==> src/rtl/counting_semaphore_bank_assert.svh <==
// ----------------------------------------------------------------------------
// counting semaphore bank assertion macros
// concurrent assertion wrappers; empty when SYNTHESIS is defined
// ----------------------------------------------------------------------------
`ifndef COUNTING_SEMAPHORE_BANK_ASSERT_SVH
`define COUNTING_SEMAPHORE_BANK_ASSERT_SVH

`ifndef SYNTHESIS

// property must hold at every clock edge outside reset
`define CSB_ASSERT(label, clk, rst, prop, msg) \
   label: assert property (@(posedge clk) disable iff (rst) prop) \
      else $error(msg);

// expression must never be true outside reset
`define CSB_ASSERT_NEVER(label, clk, rst, expr, msg) \
   label: assert property (@(posedge clk) disable iff (rst) !(expr)) \
      else $error(msg);

`else

`define CSB_ASSERT(label, clk, rst, prop, msg)
`define CSB_ASSERT_NEVER(label, clk, rst, expr, msg)

`endif

`endif

==> src/rtl/csb_pkg.sv <==
// ----------------------------------------------------------------------------
// csb_pkg
// shared types and constants of the counting semaphore bank
// ----------------------------------------------------------------------------
`default_nettype none

package csb_pkg;

   // free-slot search width per cycle
   localparam int SCAN_W = 16;

   // count saturation value
   localparam logic [15:0] COUNT_MAX = 16'hFFFF;

   // request kinds
   typedef enum logic [1:0] {
      KIND_CREATE = 2'd0,
      KIND_FREE   = 2'd1,
      KIND_WAIT   = 2'd2,
      KIND_SIGNAL = 2'd3
   } kind_type;

   // result status codes
   typedef enum logic [2:0] {
      ST_OK      = 3'd0,
      ST_BAD_ID  = 3'd1,
      ST_NO_SLOT = 3'd2,
      ST_WAITERS = 3'd3,
      ST_BLOCKED = 3'd4,
      ST_FULL    = 3'd5
   } status_type;

   // controller states
   typedef enum logic [1:0] {
      FSM_IDLE   = 2'd0,
      FSM_SCAN   = 2'd1,
      FSM_LOOKUP = 2'd2,
      FSM_POP    = 2'd3
   } fsm_state_type;

   // request beat
   typedef struct packed {
      kind_type    kind;
      logic [7:0]  sem_id;
      logic [15:0] init_value;
      logic [5:0]  caller_pid;
   } req_payload_type;

   // result beat
   typedef struct packed {
      status_type  status;
      logic [3:0]  result_sem_id;
      logic        woken_valid;
      logic [5:0]  woken_pid;
      logic [15:0] count_after;
   } rsp_payload_type;

   // controller to datapath commands
   typedef struct packed {
      logic capture;
      logic scan_step;
      logic commit;
   } ctrl_cmd_type;

   // datapath to controller status
   typedef struct packed {
      logic req_create;
      logic need_pop;
      logic scan_hit;
      logic scan_last;
      logic out_free;
   } dpath_sts_type;

endpackage

`default_nettype wire

==> src/rtl/csb_stream_if.sv <==
// ----------------------------------------------------------------------------
// csb_stream_if
// valid/ready channel carrying one payload beat
// ----------------------------------------------------------------------------
`default_nettype none

interface csb_stream_if #(
   parameter type payload_type = logic
);

   logic        valid;
   logic        ready;
   payload_type payload;

   modport source (output valid, output payload, input ready);
   modport sink   (input valid, input payload, output ready);

endinterface

`default_nettype wire

==> src/rtl/csb_ctrl.sv <==
// ----------------------------------------------------------------------------
// csb_ctrl
// request sequencer: accept, free-slot scan, record lookup, waiter pop
// ----------------------------------------------------------------------------
`default_nettype none

`include "counting_semaphore_bank_assert.svh"

module csb_ctrl (
   input  logic                   clock,
   input  logic                   reset,
   input  logic                   req_valid,
   input  csb_pkg::dpath_sts_type sts,
   output logic                   req_ready,
   output csb_pkg::ctrl_cmd_type  cmd
);

   csb_pkg::fsm_state_type state_ff;
   csb_pkg::fsm_state_type state_in;

   // state register
   always_ff @(posedge clock) begin
      if (reset) begin
         state_ff <= csb_pkg::FSM_IDLE;
      end else begin
         state_ff <= state_in;
      end
   end

   // next state
   always_comb begin
      state_in = state_ff;
      unique case (state_ff)
         csb_pkg::FSM_IDLE: begin
            if (req_valid) begin
               state_in = sts.req_create ? csb_pkg::FSM_SCAN : csb_pkg::FSM_LOOKUP;
            end
         end
         csb_pkg::FSM_SCAN: begin
            if (sts.out_free && (sts.scan_hit || sts.scan_last)) begin
               state_in = csb_pkg::FSM_IDLE;
            end
         end
         csb_pkg::FSM_LOOKUP: begin
            if (sts.need_pop) begin
               state_in = csb_pkg::FSM_POP;
            end else if (sts.out_free) begin
               state_in = csb_pkg::FSM_IDLE;
            end
         end
         csb_pkg::FSM_POP: begin
            if (sts.out_free) begin
               state_in = csb_pkg::FSM_IDLE;
            end
         end
         default: state_in = csb_pkg::FSM_IDLE;
      endcase
   end

   // commands
   always_comb begin
      req_ready     = 1'b0;
      cmd.capture   = 1'b0;
      cmd.scan_step = 1'b0;
      cmd.commit    = 1'b0;
      unique case (state_ff)
         csb_pkg::FSM_IDLE: begin
            req_ready   = 1'b1;
            cmd.capture = req_valid;
         end
         csb_pkg::FSM_SCAN: begin
            cmd.scan_step = !sts.scan_hit && !sts.scan_last;
            cmd.commit    = sts.out_free && (sts.scan_hit || sts.scan_last);
         end
         csb_pkg::FSM_LOOKUP: begin
            cmd.commit = sts.out_free && !sts.need_pop;
         end
         csb_pkg::FSM_POP: begin
            cmd.commit = sts.out_free;
         end
         default: begin
            req_ready = 1'b0;
         end
      endcase
   end

   // checks
   `CSB_ASSERT(a_commit_to_idle, clock, reset, cmd.commit |=> (state_ff == csb_pkg::FSM_IDLE), "no return to idle after commit")
   `CSB_ASSERT(a_pop_after_lookup, clock, reset, (state_ff == csb_pkg::FSM_POP) |-> ($past(state_ff) == csb_pkg::FSM_LOOKUP || $past(state_ff) == csb_pkg::FSM_POP), "pop entered without lookup")
   `CSB_ASSERT_NEVER(a_no_capture_commit, clock, reset, cmd.capture && cmd.commit, "capture and commit in one cycle")

endmodule

`default_nettype wire

==> src/rtl/csb_dpath.sv <==
// ----------------------------------------------------------------------------
// csb_dpath
// slot records, waiter queues, free-slot scan and result register
// ----------------------------------------------------------------------------
`default_nettype none

`include "counting_semaphore_bank_assert.svh"

module csb_dpath #(
   parameter int NUM_SEMS   = 16,
   parameter int WAIT_DEPTH = 16,
   parameter int MAX_PROCS  = 64
) (
   input  logic                     clock,
   input  logic                     reset,
   input  csb_pkg::ctrl_cmd_type    cmd,
   input  csb_pkg::req_payload_type req_data,
   input  logic                     rsp_ready,
   output csb_pkg::dpath_sts_type   sts,
   output logic                     rsp_valid,
   output csb_pkg::rsp_payload_type rsp_data
);

   localparam int IDX_W      = $clog2(NUM_SEMS);
   localparam int PTR_W      = $clog2(WAIT_DEPTH);
   localparam int FILL_W     = $clog2(WAIT_DEPTH + 1);
   localparam int WADDR_W    = $clog2(NUM_SEMS * WAIT_DEPTH);
   localparam int SCAN_W     = csb_pkg::SCAN_W;
   localparam int HIT_W      = $clog2(SCAN_W);
   localparam int NUM_CHUNKS = (NUM_SEMS + SCAN_W - 1) / SCAN_W;
   localparam int CHUNK_W    = (NUM_CHUNKS > 1) ? $clog2(NUM_CHUNKS) : 1;
   localparam int PAD_W      = NUM_CHUNKS * SCAN_W;

   typedef struct packed {
      logic [15:0]       count;
      logic [PTR_W-1:0]  head;
      logic [PTR_W-1:0]  tail;
      logic [FILL_W-1:0] fill;
   } rec_type;

   // circular queue pointer advance
   function automatic logic [PTR_W-1:0] next_ptr(input logic [PTR_W-1:0] p);
      next_ptr = (p == PTR_W'(WAIT_DEPTH - 1)) ? '0 : p + 1'b1;
   endfunction

   csb_pkg::req_payload_type req_ff;
   logic [NUM_SEMS-1:0]      in_use_ff;
   logic [NUM_SEMS-1:0]      in_use_in;
   logic [NUM_SEMS-1:0]      rec_valid_ff;
   logic [NUM_SEMS-1:0]      rec_valid_in;
   rec_type                  rec_mem [NUM_SEMS];
   rec_type                  rec_rd_ff;
   logic [5:0]               wait_mem [NUM_SEMS * WAIT_DEPTH];
   logic [5:0]               wait_rd_ff;
   logic [CHUNK_W-1:0]       scan_ff;
   logic [CHUNK_W-1:0]       scan_in;
   logic                     rsp_valid_ff;
   logic                     rsp_valid_in;
   csb_pkg::rsp_payload_type rsp_ff;
   csb_pkg::rsp_payload_type rsp_in;

   logic [IDX_W-1:0]   sid_idx;
   logic [IDX_W-1:0]   rec_rd_addr;
   logic               sid_ok;
   rec_type            rec_q;
   logic [WADDR_W-1:0] wait_raddr;
   logic [PAD_W-1:0]   busy_pad;
   logic [SCAN_W-1:0]  busy_chunk;
   logic               scan_hit;
   logic [HIT_W-1:0]   hit_pos;
   logic [IDX_W-1:0]   new_slot;
   logic [15:0]        count_inc;

   logic               rec_we;
   logic [IDX_W-1:0]   rec_waddr;
   rec_type            rec_wdata;
   logic               wait_we;
   logic [WADDR_W-1:0] wait_waddr;
   logic               set_use;
   logic               clr_use;
   logic [IDX_W-1:0]   use_idx;

   // addressed slot
   assign sid_idx     = req_ff.sem_id[IDX_W-1:0];
   assign sid_ok      = ({1'b0, req_ff.sem_id} < 9'(NUM_SEMS));
   assign rec_rd_addr = cmd.capture ? req_data.sem_id[IDX_W-1:0] : sid_idx;
   assign rec_q       = (sid_ok && rec_valid_ff[sid_idx]) ? rec_rd_ff : '0;
   assign count_inc   = (rec_q.count == csb_pkg::COUNT_MAX) ? rec_q.count
                                                           : rec_q.count + 16'd1;
   assign wait_raddr  = WADDR_W'(sid_idx) * WADDR_W'(WAIT_DEPTH) + WADDR_W'(rec_q.head);

   // request capture
   always_ff @(posedge clock) begin
      if (cmd.capture) begin
         req_ff <= req_data;
      end
   end

   // slot record memory
   always_ff @(posedge clock) begin
      rec_rd_ff <= rec_mem[rec_rd_addr];
      if (rec_we) begin
         rec_mem[rec_waddr] <= rec_wdata;
      end
   end

   // waiter memory
   always_ff @(posedge clock) begin
      wait_rd_ff <= wait_mem[wait_raddr];
      if (wait_we) begin
         wait_mem[wait_waddr] <= req_ff.caller_pid;
      end
   end

   // free-slot scan, one chunk per cycle, padding counts as busy
   always_comb begin
      busy_pad                = '1;
      busy_pad[NUM_SEMS-1:0]  = in_use_ff;
      busy_chunk              = busy_pad[int'(scan_ff) * SCAN_W +: SCAN_W];
      scan_hit                = 1'b0;
      hit_pos                 = '0;
      for (int j = SCAN_W - 1; j >= 0; j--) begin
         if (!busy_chunk[j]) begin
            scan_hit = 1'b1;
            hit_pos  = HIT_W'(j);
         end
      end
      new_slot = IDX_W'(int'(scan_ff) * SCAN_W + int'(hit_pos));
   end

   always_comb begin
      scan_in = scan_ff;
      if (cmd.capture) begin
         scan_in = '0;
      end else if (cmd.scan_step) begin
         scan_in = scan_ff + 1'b1;
      end
   end

   // operation decode and state update
   always_comb begin
      rsp_in.status        = csb_pkg::ST_OK;
      rsp_in.result_sem_id = req_ff.sem_id[3:0];
      rsp_in.woken_valid   = 1'b0;
      rsp_in.woken_pid     = '0;
      rsp_in.count_after   = '0;
      rec_we               = 1'b0;
      rec_waddr            = sid_idx;
      rec_wdata            = rec_q;
      wait_we              = 1'b0;
      wait_waddr           = WADDR_W'(sid_idx) * WADDR_W'(WAIT_DEPTH) + WADDR_W'(rec_q.tail);
      set_use              = 1'b0;
      clr_use              = 1'b0;
      use_idx              = sid_idx;
      unique case (req_ff.kind)
         csb_pkg::KIND_CREATE: begin
            rsp_in.result_sem_id = '0;
            if (scan_hit) begin
               set_use              = 1'b1;
               use_idx              = new_slot;
               rec_we               = 1'b1;
               rec_waddr            = new_slot;
               rec_wdata.count      = req_ff.init_value;
               rec_wdata.head       = '0;
               rec_wdata.tail       = '0;
               rec_wdata.fill       = '0;
               rsp_in.result_sem_id = 4'(new_slot);
               rsp_in.count_after   = req_ff.init_value;
            end else begin
               rsp_in.status = csb_pkg::ST_NO_SLOT;
            end
         end
         csb_pkg::KIND_FREE: begin
            if (!sid_ok) begin
               rsp_in.status = csb_pkg::ST_BAD_ID;
            end else if (rec_q.fill != '0) begin
               rsp_in.status      = csb_pkg::ST_WAITERS;
               rsp_in.count_after = rec_q.count;
            end else begin
               clr_use         = 1'b1;
               rec_we          = 1'b1;
               rec_wdata.count = '0;
               rec_wdata.head  = '0;
               rec_wdata.tail  = '0;
            end
         end
         csb_pkg::KIND_WAIT: begin
            if (!sid_ok) begin
               rsp_in.status = csb_pkg::ST_BAD_ID;
            end else if (rec_q.count != '0) begin
               rec_we             = 1'b1;
               rec_wdata.count    = rec_q.count - 16'd1;
               rsp_in.count_after = rec_q.count - 16'd1;
            end else if (int'(req_ff.caller_pid) >= MAX_PROCS) begin
               rsp_in.status = csb_pkg::ST_BAD_ID;
            end else if (int'(rec_q.fill) >= WAIT_DEPTH) begin
               rsp_in.status = csb_pkg::ST_FULL;
            end else begin
               wait_we        = 1'b1;
               rec_we         = 1'b1;
               rec_wdata.tail = next_ptr(rec_q.tail);
               rec_wdata.fill = rec_q.fill + 1'b1;
               rsp_in.status  = csb_pkg::ST_BLOCKED;
            end
         end
         csb_pkg::KIND_SIGNAL: begin
            if (!sid_ok) begin
               rsp_in.status = csb_pkg::ST_BAD_ID;
            end else begin
               rec_we             = 1'b1;
               rec_wdata.count    = count_inc;
               rsp_in.count_after = count_inc;
               if (rec_q.fill != '0) begin
                  rec_wdata.head     = next_ptr(rec_q.head);
                  rec_wdata.fill     = rec_q.fill - 1'b1;
                  rsp_in.woken_valid = 1'b1;
                  rsp_in.woken_pid   = wait_rd_ff;
               end
            end
         end
         default: rsp_in.status = csb_pkg::ST_OK;
      endcase
      // writes only take effect on commit
      rec_we  = rec_we && cmd.commit;
      wait_we = wait_we && cmd.commit;
   end

   // allocation and record valid flags
   always_comb begin
      in_use_in    = in_use_ff;
      rec_valid_in = rec_valid_ff;
      if (cmd.commit && set_use) begin
         in_use_in[use_idx] = 1'b1;
      end
      if (cmd.commit && clr_use) begin
         in_use_in[use_idx] = 1'b0;
      end
      if (rec_we) begin
         rec_valid_in[rec_waddr] = 1'b1;
      end
   end

   // result register handshake
   always_comb begin
      rsp_valid_in = rsp_valid_ff;
      if (cmd.commit) begin
         rsp_valid_in = 1'b1;
      end else if (rsp_ready) begin
         rsp_valid_in = 1'b0;
      end
   end

   // control registers
   always_ff @(posedge clock) begin
      if (reset) begin
         in_use_ff    <= '0;
         rec_valid_ff <= '0;
         scan_ff      <= '0;
         rsp_valid_ff <= 1'b0;
      end else begin
         in_use_ff    <= in_use_in;
         rec_valid_ff <= rec_valid_in;
         scan_ff      <= scan_in;
         rsp_valid_ff <= rsp_valid_in;
      end
   end

   // result payload
   always_ff @(posedge clock) begin
      if (cmd.commit) begin
         rsp_ff <= rsp_in;
      end
   end

   // status to controller
   assign sts.req_create = (req_data.kind == csb_pkg::KIND_CREATE);
   assign sts.need_pop   = sid_ok && (req_ff.kind == csb_pkg::KIND_SIGNAL)
                           && (rec_q.fill != '0);
   assign sts.scan_hit   = scan_hit;
   assign sts.scan_last  = (scan_ff == CHUNK_W'(NUM_CHUNKS - 1));
   assign sts.out_free   = !rsp_valid_ff || rsp_ready;

   assign rsp_valid = rsp_valid_ff;
   assign rsp_data  = rsp_ff;

   // checks
   `CSB_ASSERT(a_commit_out_free, clock, reset, cmd.commit |-> (!rsp_valid_ff || rsp_ready), "result beat overwritten before taken")
   `CSB_ASSERT(a_fill_bound, clock, reset, rec_we |-> (int'(rec_wdata.fill) <= WAIT_DEPTH), "queue fill beyond depth")
   `CSB_ASSERT(a_woken_ok, clock, reset, (rsp_valid_ff && rsp_ff.woken_valid) |-> (rsp_ff.status == csb_pkg::ST_OK), "woken waiter with failing status")

endmodule

`default_nettype wire

==> src/rtl/counting_semaphore_bank.sv <==
// Result beat is registered: a request is taken in idle and its slot record is read in lookup;
// a waking signal adds the pop state, and create uses the 16-slot-per-cycle free-slot scan instead.
// Each commits once the result register is free. Only idle takes a new request; one slot record read per request.
// The result register lets the next request in while a result beat waits to be taken.
// Reset (synchronous, active high): all slots free, counts and queues empty, no result pending.
// ----------------------------------------------------------------------------
// counting_semaphore_bank
// bank of counting semaphores with per-slot fifo queues of waiting process ids
// ----------------------------------------------------------------------------
`default_nettype none

module counting_semaphore_bank #(
   parameter int NUM_SEMS   = 16,
   parameter int WAIT_DEPTH = 16,
   parameter int MAX_PROCS  = 64
) (
   input  logic          clock,
   input  logic          reset,
   csb_stream_if.sink    req_ch,
   csb_stream_if.source  rsp_ch
);

   csb_pkg::ctrl_cmd_type  cmd;
   csb_pkg::dpath_sts_type sts;

   // sequencer
   csb_ctrl u_ctrl (
      .clock     (clock),
      .reset     (reset),
      .req_valid (req_ch.valid),
      .sts       (sts),
      .req_ready (req_ch.ready),
      .cmd       (cmd)
   );

   // records, queues and result register
   csb_dpath #(
      .NUM_SEMS   (NUM_SEMS),
      .WAIT_DEPTH (WAIT_DEPTH),
      .MAX_PROCS  (MAX_PROCS)
   ) u_dpath (
      .clock     (clock),
      .reset     (reset),
      .cmd       (cmd),
      .req_data  (req_ch.payload),
      .rsp_ready (rsp_ch.ready),
      .sts       (sts),
      .rsp_valid (rsp_ch.valid),
      .rsp_data  (rsp_ch.payload)
   );

endmodule

`default_nettype wire
==> src/flat_wrapper.sv <==
// flat-port wrapper written by rule: the top's interface ports become plain ports
module counting_semaphore_bank_flat 
#(
   parameter int NUM_SEMS   = 16,
   parameter int WAIT_DEPTH = 16,
   parameter int MAX_PROCS  = 64
)
  (clock, reset, req_ch_valid, req_ch_payload, req_ch_ready, rsp_ch_valid, rsp_ch_payload, rsp_ch_ready);
  csb_stream_if req_ch_i ();
  csb_stream_if rsp_ch_i ();
  input  logic clock;
  input  logic reset;
  input wire logic [$bits(req_ch_i.valid)-1:0] req_ch_valid;
  input wire logic [$bits(req_ch_i.payload)-1:0] req_ch_payload;
  output wire logic [$bits(req_ch_i.ready)-1:0] req_ch_ready;
  output wire logic [$bits(rsp_ch_i.valid)-1:0] rsp_ch_valid;
  output wire logic [$bits(rsp_ch_i.payload)-1:0] rsp_ch_payload;
  input wire logic [$bits(rsp_ch_i.ready)-1:0] rsp_ch_ready;
  assign req_ch_i.valid = req_ch_valid;
  assign req_ch_i.payload = req_ch_payload;
  assign req_ch_ready = req_ch_i.ready;
  assign rsp_ch_valid = rsp_ch_i.valid;
  assign rsp_ch_payload = rsp_ch_i.payload;
  assign rsp_ch_i.ready = rsp_ch_ready;
  counting_semaphore_bank #(.NUM_SEMS(NUM_SEMS), .WAIT_DEPTH(WAIT_DEPTH), .MAX_PROCS(MAX_PROCS)) u_core (.clock(clock), .reset(reset), .req_ch(req_ch_i), .rsp_ch(rsp_ch_i));
endmodule
==> config.mk <==
export PLATFORM = sky130hd
export DESIGN_NAME = counting_semaphore_bank_flat
export DESIGN_NICKNAME = d
export VERILOG_FILES = /design/src/rtl/csb_pkg.sv /design/src/rtl/csb_stream_if.sv /design/src/rtl/csb_ctrl.sv /design/src/rtl/csb_dpath.sv /design/src/rtl/counting_semaphore_bank.sv /design/src/flat_wrapper.sv
export VERILOG_INCLUDE_DIRS = /design/src /design/src/rtl
export SDC_FILE = /design/constraint.sdc
export NUM_CORES = 1
export LEC_CHECK = 0
export BUFFER_PORTS_ARGS = -buffer_cell sky130_fd_sc_hd__clkbuf_2
export CAP_MARGIN = 20
export CORE_AREA = 2 2 39 41
export DETAILED_ROUTE_END_ITERATION = 6
export DIE_AREA = 0 0 41 43
export REMOVE_ABC_BUFFERS = 1
export SYNTH_ARGS = -nofsm -noshare
export SYNTH_HDL_FRONTEND = slang
export SYNTH_SLANG_ARGS = --single-unit
==> constraint.sdc <==
create_clock -name clock -period 0.8 [get_ports clock]
set_input_delay 0.16 -clock clock [delete_from_list [all_inputs] [get_ports clock]]
set_output_delay 0.16 -clock clock [all_outputs]
set_load 0.05 [all_outputs]
==> results of run 1 <==
==> sequential cells by signal, indices dropped and copies added, names as in the netlist <==
| name | flops |
|---|---|
| u_core.u_ctrl.state_ff | 1 |
| u_core.u_dpath.rsp_valid | 1 |
==> power by group through the flow <==
| stage | combinational [mW] | sequential [mW] | clock, mW |
|---|---|---|---|
| floorplan | 0.0313 | 0.121 | 0 |
| global route | 0.0885 | 0.113 | 0.239 |
| finish | 0.0838 | 0.112 | 0.221 |
| global placement | 0.0541 | 0.111 | 0 |
| detailed placement | 0.0552 | 0.112 | 0 |
| CTS | 0.0771 | 0.111 | 0.237 |
==> worst min path at each step <==
stage                                           end  slack (ns)  cells past startpoint
after global placement    u_core.u_ctrl.state_ff[0]        0.34                      2
final                     u_core.u_ctrl.state_ff[0]        0.11                      2
after floorplan           u_core.u_ctrl.state_ff[0]        0.23                      1
after CTS                  u_core.u_dpath.rsp_valid         0.1                      2
after detailed placement  u_core.u_ctrl.state_ff[0]        0.34                      2
after global routing       u_core.u_dpath.rsp_valid        0.12                      2
==> layout by cell type (no fill, tap or decap) <==
cell type / count
a21oi_2: 1
buf_4: 1
buf_8: 1
clkbuf_16: 1
clkbuf_2: 3
clkbuf_4: 3
conb_1: 1
dfxtp_2: 2
inv_2: 1
nor2_1: 3
nor2b_2: 2
==> critical path, stage by stage, from the launching register on <==
cell and delay (ns):
dfxtp_2 0.31, inv_2 0.06, clkbuf_16 0.15
==> per-stage QoR <==
step / total power, mW / setup TNS [ns] / hold WS [ns] / instances
after global placement: 0.166 / 0 / 0.338 / 31
after detailed placement: 0.167 / 0 / 0.344 / 31
after floorplan: 0.153 / -0.418 / 0.232 / 10
final: 0.417 / -0.166 / 0.112 / 35
after global routing: 0.440 / -0.217 / 0.117 / 35
after CTS: 0.425 / -0.192 / 0.0990 / 35
==> layer usage <==
metal	global-route usage [%]	up-vias	share of wire, %
met5	0	-	0
met4	4.00	0	0
met3	9.42	0	22
met2	4.69	8	48
met1	0.317	37	30
li1	-	47	-
==> area by class of cell <==
type                    instances  share of cell area [%]
repair buffers                  6                    32.5
flip-flops and latches          2                    22.1
multi-input cells               7                    21.4
clock buffers                   3                    11.7
well taps                      16                    10.4
inverters                       1                    1.95
==> what timing repair did <==
action                     4_1_cts  5_1_grt
setup endpoints to repair        2        3
buffers inserted                 1        0
resized for setup                7        4
==> kinds of logic (layout without fill, tap and decap cells) <==
family                 Yosys count  in the layout  synth area share (%)
buffers and inverters            4             10                  20.6
other                            1              1                  4.11
and+or+nand+nor                  5              5                  26.0
DFF                              2              2                  43.8
AOI/OAI and AO/OA                1              1                  5.47
==> results.md, run 1 <==
Final layout:
- The final layout contains 26 nets.
- The combined area of the multi-input logic cells is 41.3 um^2.
- With fillers left out, the area of the finished cells amounts to 193 um^2.
- The area added between synthesis and finish is 111%.
- Counting the fill cells in the layout gives 151.
- The number of inserted diodes is 0.
- In the final layout, the share of cells above drive strength 1 is 78.9%.
- The footprint of the flip-flops and latches is 42.5 um^2.
- For this run, the share of the core covered by cells in the final layout is 13.9%.

Synthesis:
- The cell area that synthesis handed to floorplanning was 91.3 um^2.
- The synthesis warning total is 0.
- Summed over its instances, the top area cell type makes up 43.8% of the synthesized netlist area.
- Counting flops and latches in the post-synthesis netlist gives 2.
- The library cell with the highest instance count after synthesis is nor2_1.
- The proportion of synthesized flip-flops having asynchronous set or reset is 0%.
- The mean area per synthesized cell is 7.03 um^2.
- Sorting the synthesized cells by how often they occur yields 3 x nor2_1, 2 x clkbuf_1, 2 x dfxtp_1, 2 x nor2b_1.
- After technology mapping, the gate count stands at 13.
- In the post-synthesis netlist, the biggest area contributors are dfxtp_1 44%, nor2b_1 14%, nor2_1 12%, buf_4 8.2%, clkbuf_1 8.2%.
- The number of synthesized flops with an enable pin is 0.
- dfxtp_1 takes more of the synthesized area than any other cell.
- The share of the Yosys chip area taken by registers is 43.8%.
- The commonest register cell after synthesis is dfxtp_1.
- The number of distinct library cell variants in the gate-level netlist after synthesis is 8.

Worst setup path:
- The startpoint identified for the worst register-to-register timing path is u_core.u_dpath.rsp_valid.
- The end of the worst register-to-register path is u_core.u_ctrl.state_ff[0].
- The type of the worst setup path is flip-flop to output port.
- The signal arrival time at the worst endpoint is 0.75 ns.
- The launch point of the critical path is u_core.u_ctrl.state_ff[0].
- Counting cells, the worst reg-to-reg path comes to 3.
- The worst setup path is captured at an output port.
- The worst path required time is 0.64 ns.
- The setup check on the worst reg-to-reg path leaves a slack of 0.04 ns.
- The kind of start point of the critical path is a flip-flop.
- Following the worst setup path forward leads to its endpoint at req_ch_ready.
- The maximum net fanout on the critical path is 2.

Min path:
- In this run the worst hold path is classified as primary input to flip-flop.
- In this run the most critical hold path is launched from reset.

Placed design:
- Timing analysis after detailed placement gives a worst setup slack of 0.00943 ns.
- Summed over all nets, the half-perimeter wirelength after detailed placement is 158 um.
- Once placement finished, the instance area stood at 121 um^2.
- The count of input and output buffers is 5.

Pwr:
- Dividing total power by cell area gives a power density of 2160 nW/um^2.
- Sequential cells account for 26.8% of the total power.
- Of the total power, the share spent switching nets is 25.7%.
- The cell internal power dissipation is 310 uW.
- In this run the static leakage power is 0.0876 nW.
- VDD sags by at most 0.286 mV.
- The relative contribution of the clock network to total power is 53.1%.
- The power spent charging and discharging nets is 107 uW.
- The share of total power dissipated in combinational logic is 20.1%.

Clock network:
- CTS placed an instance of clkbuf_4 at the clock tree root.
- The tree built by TritonCTS fans out to 2 sinks.
- CTS built an H-tree with a depth of 1.
- After clock tree synthesis, the clock-pin slew on the worst setup and hold paths is 0.03 ns.
- Counting along the longest clock path gives a buffer depth of 2.
- For this design, the CTS-stage hold fixing added 0 buffers.
- For the worst-skew pair, the clock arrives at the later sink with an insertion delay of 0.22 ns.
- TritonCTS built the clock tree.
- The TritonCTS buffer count is 3.

Timing:
- Setup violations remaining at the end of the flow were counted as 2.
- The routed design could run at a clock period as short as 0.910 ns.
- The final worst-path cycle share is 114%.
- The max-slew violation count is 0.
- The maximum operating frequency is 1100 MHz.
- Setup repair after global routing could not meet its margin everywhere.
- The final worst setup slack is -0.110 ns.
- The number of hold violations in the final report came to 0.
- The clock arrives with 0.00399 ns of skew.

Job:
- The number of max-cap violations is 0.

Routing:
- Summed over all layers, the routed wires come to 251 um.
- The first detailed-routing pass took 2 iterations.
- The routed via count divided by cell count is 2.63.
- The post-route DRC violation count is 0.
- Once detail routing completed, the nets flagged for antenna violations numbered 0.
- The detailed router finished its first iteration with 2 violations.
- The routed layout has 92 vias.
- The routed length per instance is 7.17 um.

GRT:
- Global routing used 4.00% of the available tracks across all layers.
- The number of antenna violations at the first check in global routing is 0.
- After global routing the overflow that remains totals 0.
- Entering global routing, the biggest net connects 4 pins.
- The number of global-route vias before repair came to 93.
- The wire length of the first global-routing pass is 282 um.

Floorplan:
- The y dimension of the die is 43 um.
- The number of placed I/O pins is 8.
- The chip width is 41 um.
- The die covers 1760 um^2.
- The floorplan step defined a core boundary enclosing 1380 um^2.
- Once the floorplan was initialized, standard cells occupied 6.60% of the core.
- The floorplan has 14 rows.

Run status:
- The checks that failed: negative setup slack.
- The flow ran to the end, but the final reports show violations.
(Power assumes the default switching activity.)
==> run 2, diff against run 1 <==
Clock period 0.8 ns to 0.9 ns, I/O delays scaled along.
==> run 2 against run 1 <==
Design area is 4.5% lower. Critical path depth stayed put. Critical endpoint unchanged. Via count is 1.1% higher. Register-to-register slack better by 0.10 ns. The run still ends with negative setup slack left. Clock power is 11% lower. Cell count stayed put. Sequential cell count stayed put. Clock skew hardly changed.
==> results.md, run 2 (synthesis gave the netlist of run 1 again) <==
Clock network:
- The number of buffers between clock root and the deepest sink is 2 (unchanged).
- The TritonCTS clock tree is built.
- The total clock sinks is 2 (unchanged).
- The post-CTS clock slew at the launch and capture registers of the worst setup and hold paths is 0.03 ns (about the same).
- The clock latency reported for the late side of the worst-skew pair is 0.22 ns (about the same).
- The TritonCTS buffer count came to 3 (unchanged).
- In this run the clock root is driven by a clkbuf_4.
- The H-tree depth is 1 (unchanged).

Floorplan:
- The area inside the core boundary is 1380 um^2 (unchanged).
- The chip width is 41 um (unchanged).
- The site row count is 14 (unchanged).
- The starting density of the core is 6.60% (unchanged).
- The y dimension of the die is 43 um (unchanged).
- The total die area is 1760 um^2 (unchanged).
- The number of placed I/O pins is 8 (unchanged).

Timing:
- The final-layout setup total negative slack was -0.0297 ns (+0.136 ns).
- The clock skew came to 0.00400 ns (+0.00000136 ns).
- The final critical delay including setup and external delays is 0.930 ns.
- The max-slew violation count is 0 (unchanged).
- The maximum operating frequency is 1080 MHz.
- The final critical path takes up 103% of the cycle.
- The final count of negative-setup-slack endpoints is 1 (-1).
- The number of hold violations in the final report came to 0 (unchanged).
- The final worst setup slack is -0.0297 ns (+0.0801 ns).
- Setup repair after global routing could not meet its margin everywhere.
- The worst hold slack across all endpoints is 0.128 ns (+0.0165 ns).

Routing:
- The routed length per instance is 6.77 um (-5.6%).
- The wire length reported by the detailed router is 237 um (-5.6%).
- The antenna violation net count after detailed routing was 0 (unchanged).
- The routed via count divided by cell count was 2.66 (+1.1%).
- The DRC violation total after the first TritonRoute iteration is 2 (unchanged).
- The total via count in the routed design is 93 (+1.1%).
- The count of TritonRoute iterations in the first routing pass is 2 (unchanged).
- The post-route DRC violation count was 0 (unchanged).

Placed design:
- The count of input and output buffers is 5 (unchanged).
- The cell area reported after detailed placement was 121 um^2 (unchanged).
- The detailed-placement wirelength estimate is 158 um (unchanged).

Pwr:
- The highest ir drop seen on vdd was 0.252 mV (-12%).
- The power per cell area came to 1990 nW/um^2 (-8.0%).
- The leakage dissipation is 0.0861 nW (-1.7%).

Final layout:
- The share of cells above drive strength 1 is 63.2% (-16 points).
- The post-route cell area was 184 um^2 (-4.5%).
- The number of inserted diodes is 0 (unchanged).
- The filler cell count is 155 (+2.6%).
- The library cells used most frequently in the layout, excluding fill and tap cells, are 3 x nor2_1, 3 x clkbuf_4, 3 x clkbuf_2, 2 x nor2b_1, 2 x dfxtp_2.
- The number of nets in the layout came to 26 (unchanged).
- The area added between synthesis and finish is 101%.

Min path:
- In this run the worst hold path is classified as primary input to flip-flop.

Worst setup path:
- The worst path required time came to 0.72 ns (+0.08 ns).
- The kind of start point of the critical path is a flip-flop.
- The depth of the most critical reg-to-reg path is 3 (unchanged).
- The maximum net fanout on the critical path is 2 (unchanged).
- The signal arrival time at the worst endpoint is 0.75 ns (about the same).
- The worst setup path is of the flip-flop to output port kind.
- The worst-case register-to-register setup slack is 0.14 ns (+0.10 ns).
- The end of the worst register-to-register path is u_core.u_ctrl.state_ff[0].
- The launch point of the critical path is u_core.u_ctrl.state_ff[0].
- The endpoint class of the critical path is an output port.
- The launch point of the worst reg-to-reg path is u_core.u_dpath.rsp_valid.
- The critical path ends at req_ch_ready.

Run status:
- The run finished, with violations left.
- The final reports fail on negative setup slack.

GRT:
- The largest net degree at the start of global routing is 4 (unchanged).
- The wire length of the first global-routing pass is 282 um (unchanged).
- The global router's overall resource usage came to 4.00% (unchanged).
- The number of antenna violations at the first check in global routing is 0 (unchanged).
- The total overflow reported by the global router is 0 (unchanged).
- The number of global-route vias before repair was 93 (unchanged).

Job:
- The number of max-cap violations came to 0 (unchanged).
==> run 2: cell counts in the layout (fill, tap and decap cells not counted) <==
Identical to the previous run, type by type.
==> run 2: area by class of cell <==
type	instances	area [um^2]	area share [%]
sequential	2	42.5	23.1
timing repair buffer	6	62.6	34.0
clock buffer	3	22.5	12.2
tap	16	20.0	10.9
inverter	1	3.75	2.04
multi-input combinational	7	32.5	17.7
==> run 2: repair_timing <==
action                     CTS  global route
setup endpoints to repair    2             2
setup buffers                1             0
resized for setup            7             1
hold buffers                 0             0
==> run 2: stage by stage <==
| stage | setup WS [ns] | power, mW | utilization, % | std cells |
|---|---|---|---|---|
| after CTS | -0.0276 | 0.378 | 13.2 | 35 |
| final | -0.0297 | 0.366 | 13.3 | 35 |
| after global routing | -0.0519 | 0.387 | 13.3 | 35 |
| after global placement | 0.104 | 0.147 | 8.77 | 31 |
| after detailed placement | 0.0894 | 0.149 | 8.77 | 31 |
| after floorplan | -0.125 | 0.136 | - | 10 |
==> run 2: worst max-delay path, cell delays in order, from the launching register on <==
cell	delay, ns
dfxtp_2	0.31
inv_2	0.06
clkbuf_16	0.15
==> run 2: power by group <==
part	switching, mW	internal (mW)
Sequential	0.00379	0.0957
Clock	0.0499	0.147
Combinational	0.0393	0.0306
==> run 2: per-layer routing <==
layer  routed length, um  GRT usage [%]  up-vias
li1                    -              -       46
met1                  62          0.317       39
met2                 119           4.69        8
met3                  55           9.42        0
met4                   0           4.00        0
met5                   0              0        -
==> run 2: worst min-delay path by stage <==
| stage | from | end | slack [ns] | cells after the start |
|---|---|---|---|---|
| after floorplan | reset | u_core.u_ctrl.state_ff[0] | 0.25 | 1 |
| after global placement | reset | u_core.u_ctrl.state_ff[0] | 0.36 | 2 |
| after detailed placement | reset | u_core.u_ctrl.state_ff[0] | 0.36 | 2 |
| after CTS | reset | u_core.u_dpath.rsp_valid | 0.12 | 2 |
| after global routing | reset | u_core.u_dpath.rsp_valid | 0.14 | 2 |
| final | reset | u_core.u_dpath.rsp_valid | 0.13 | 2 |
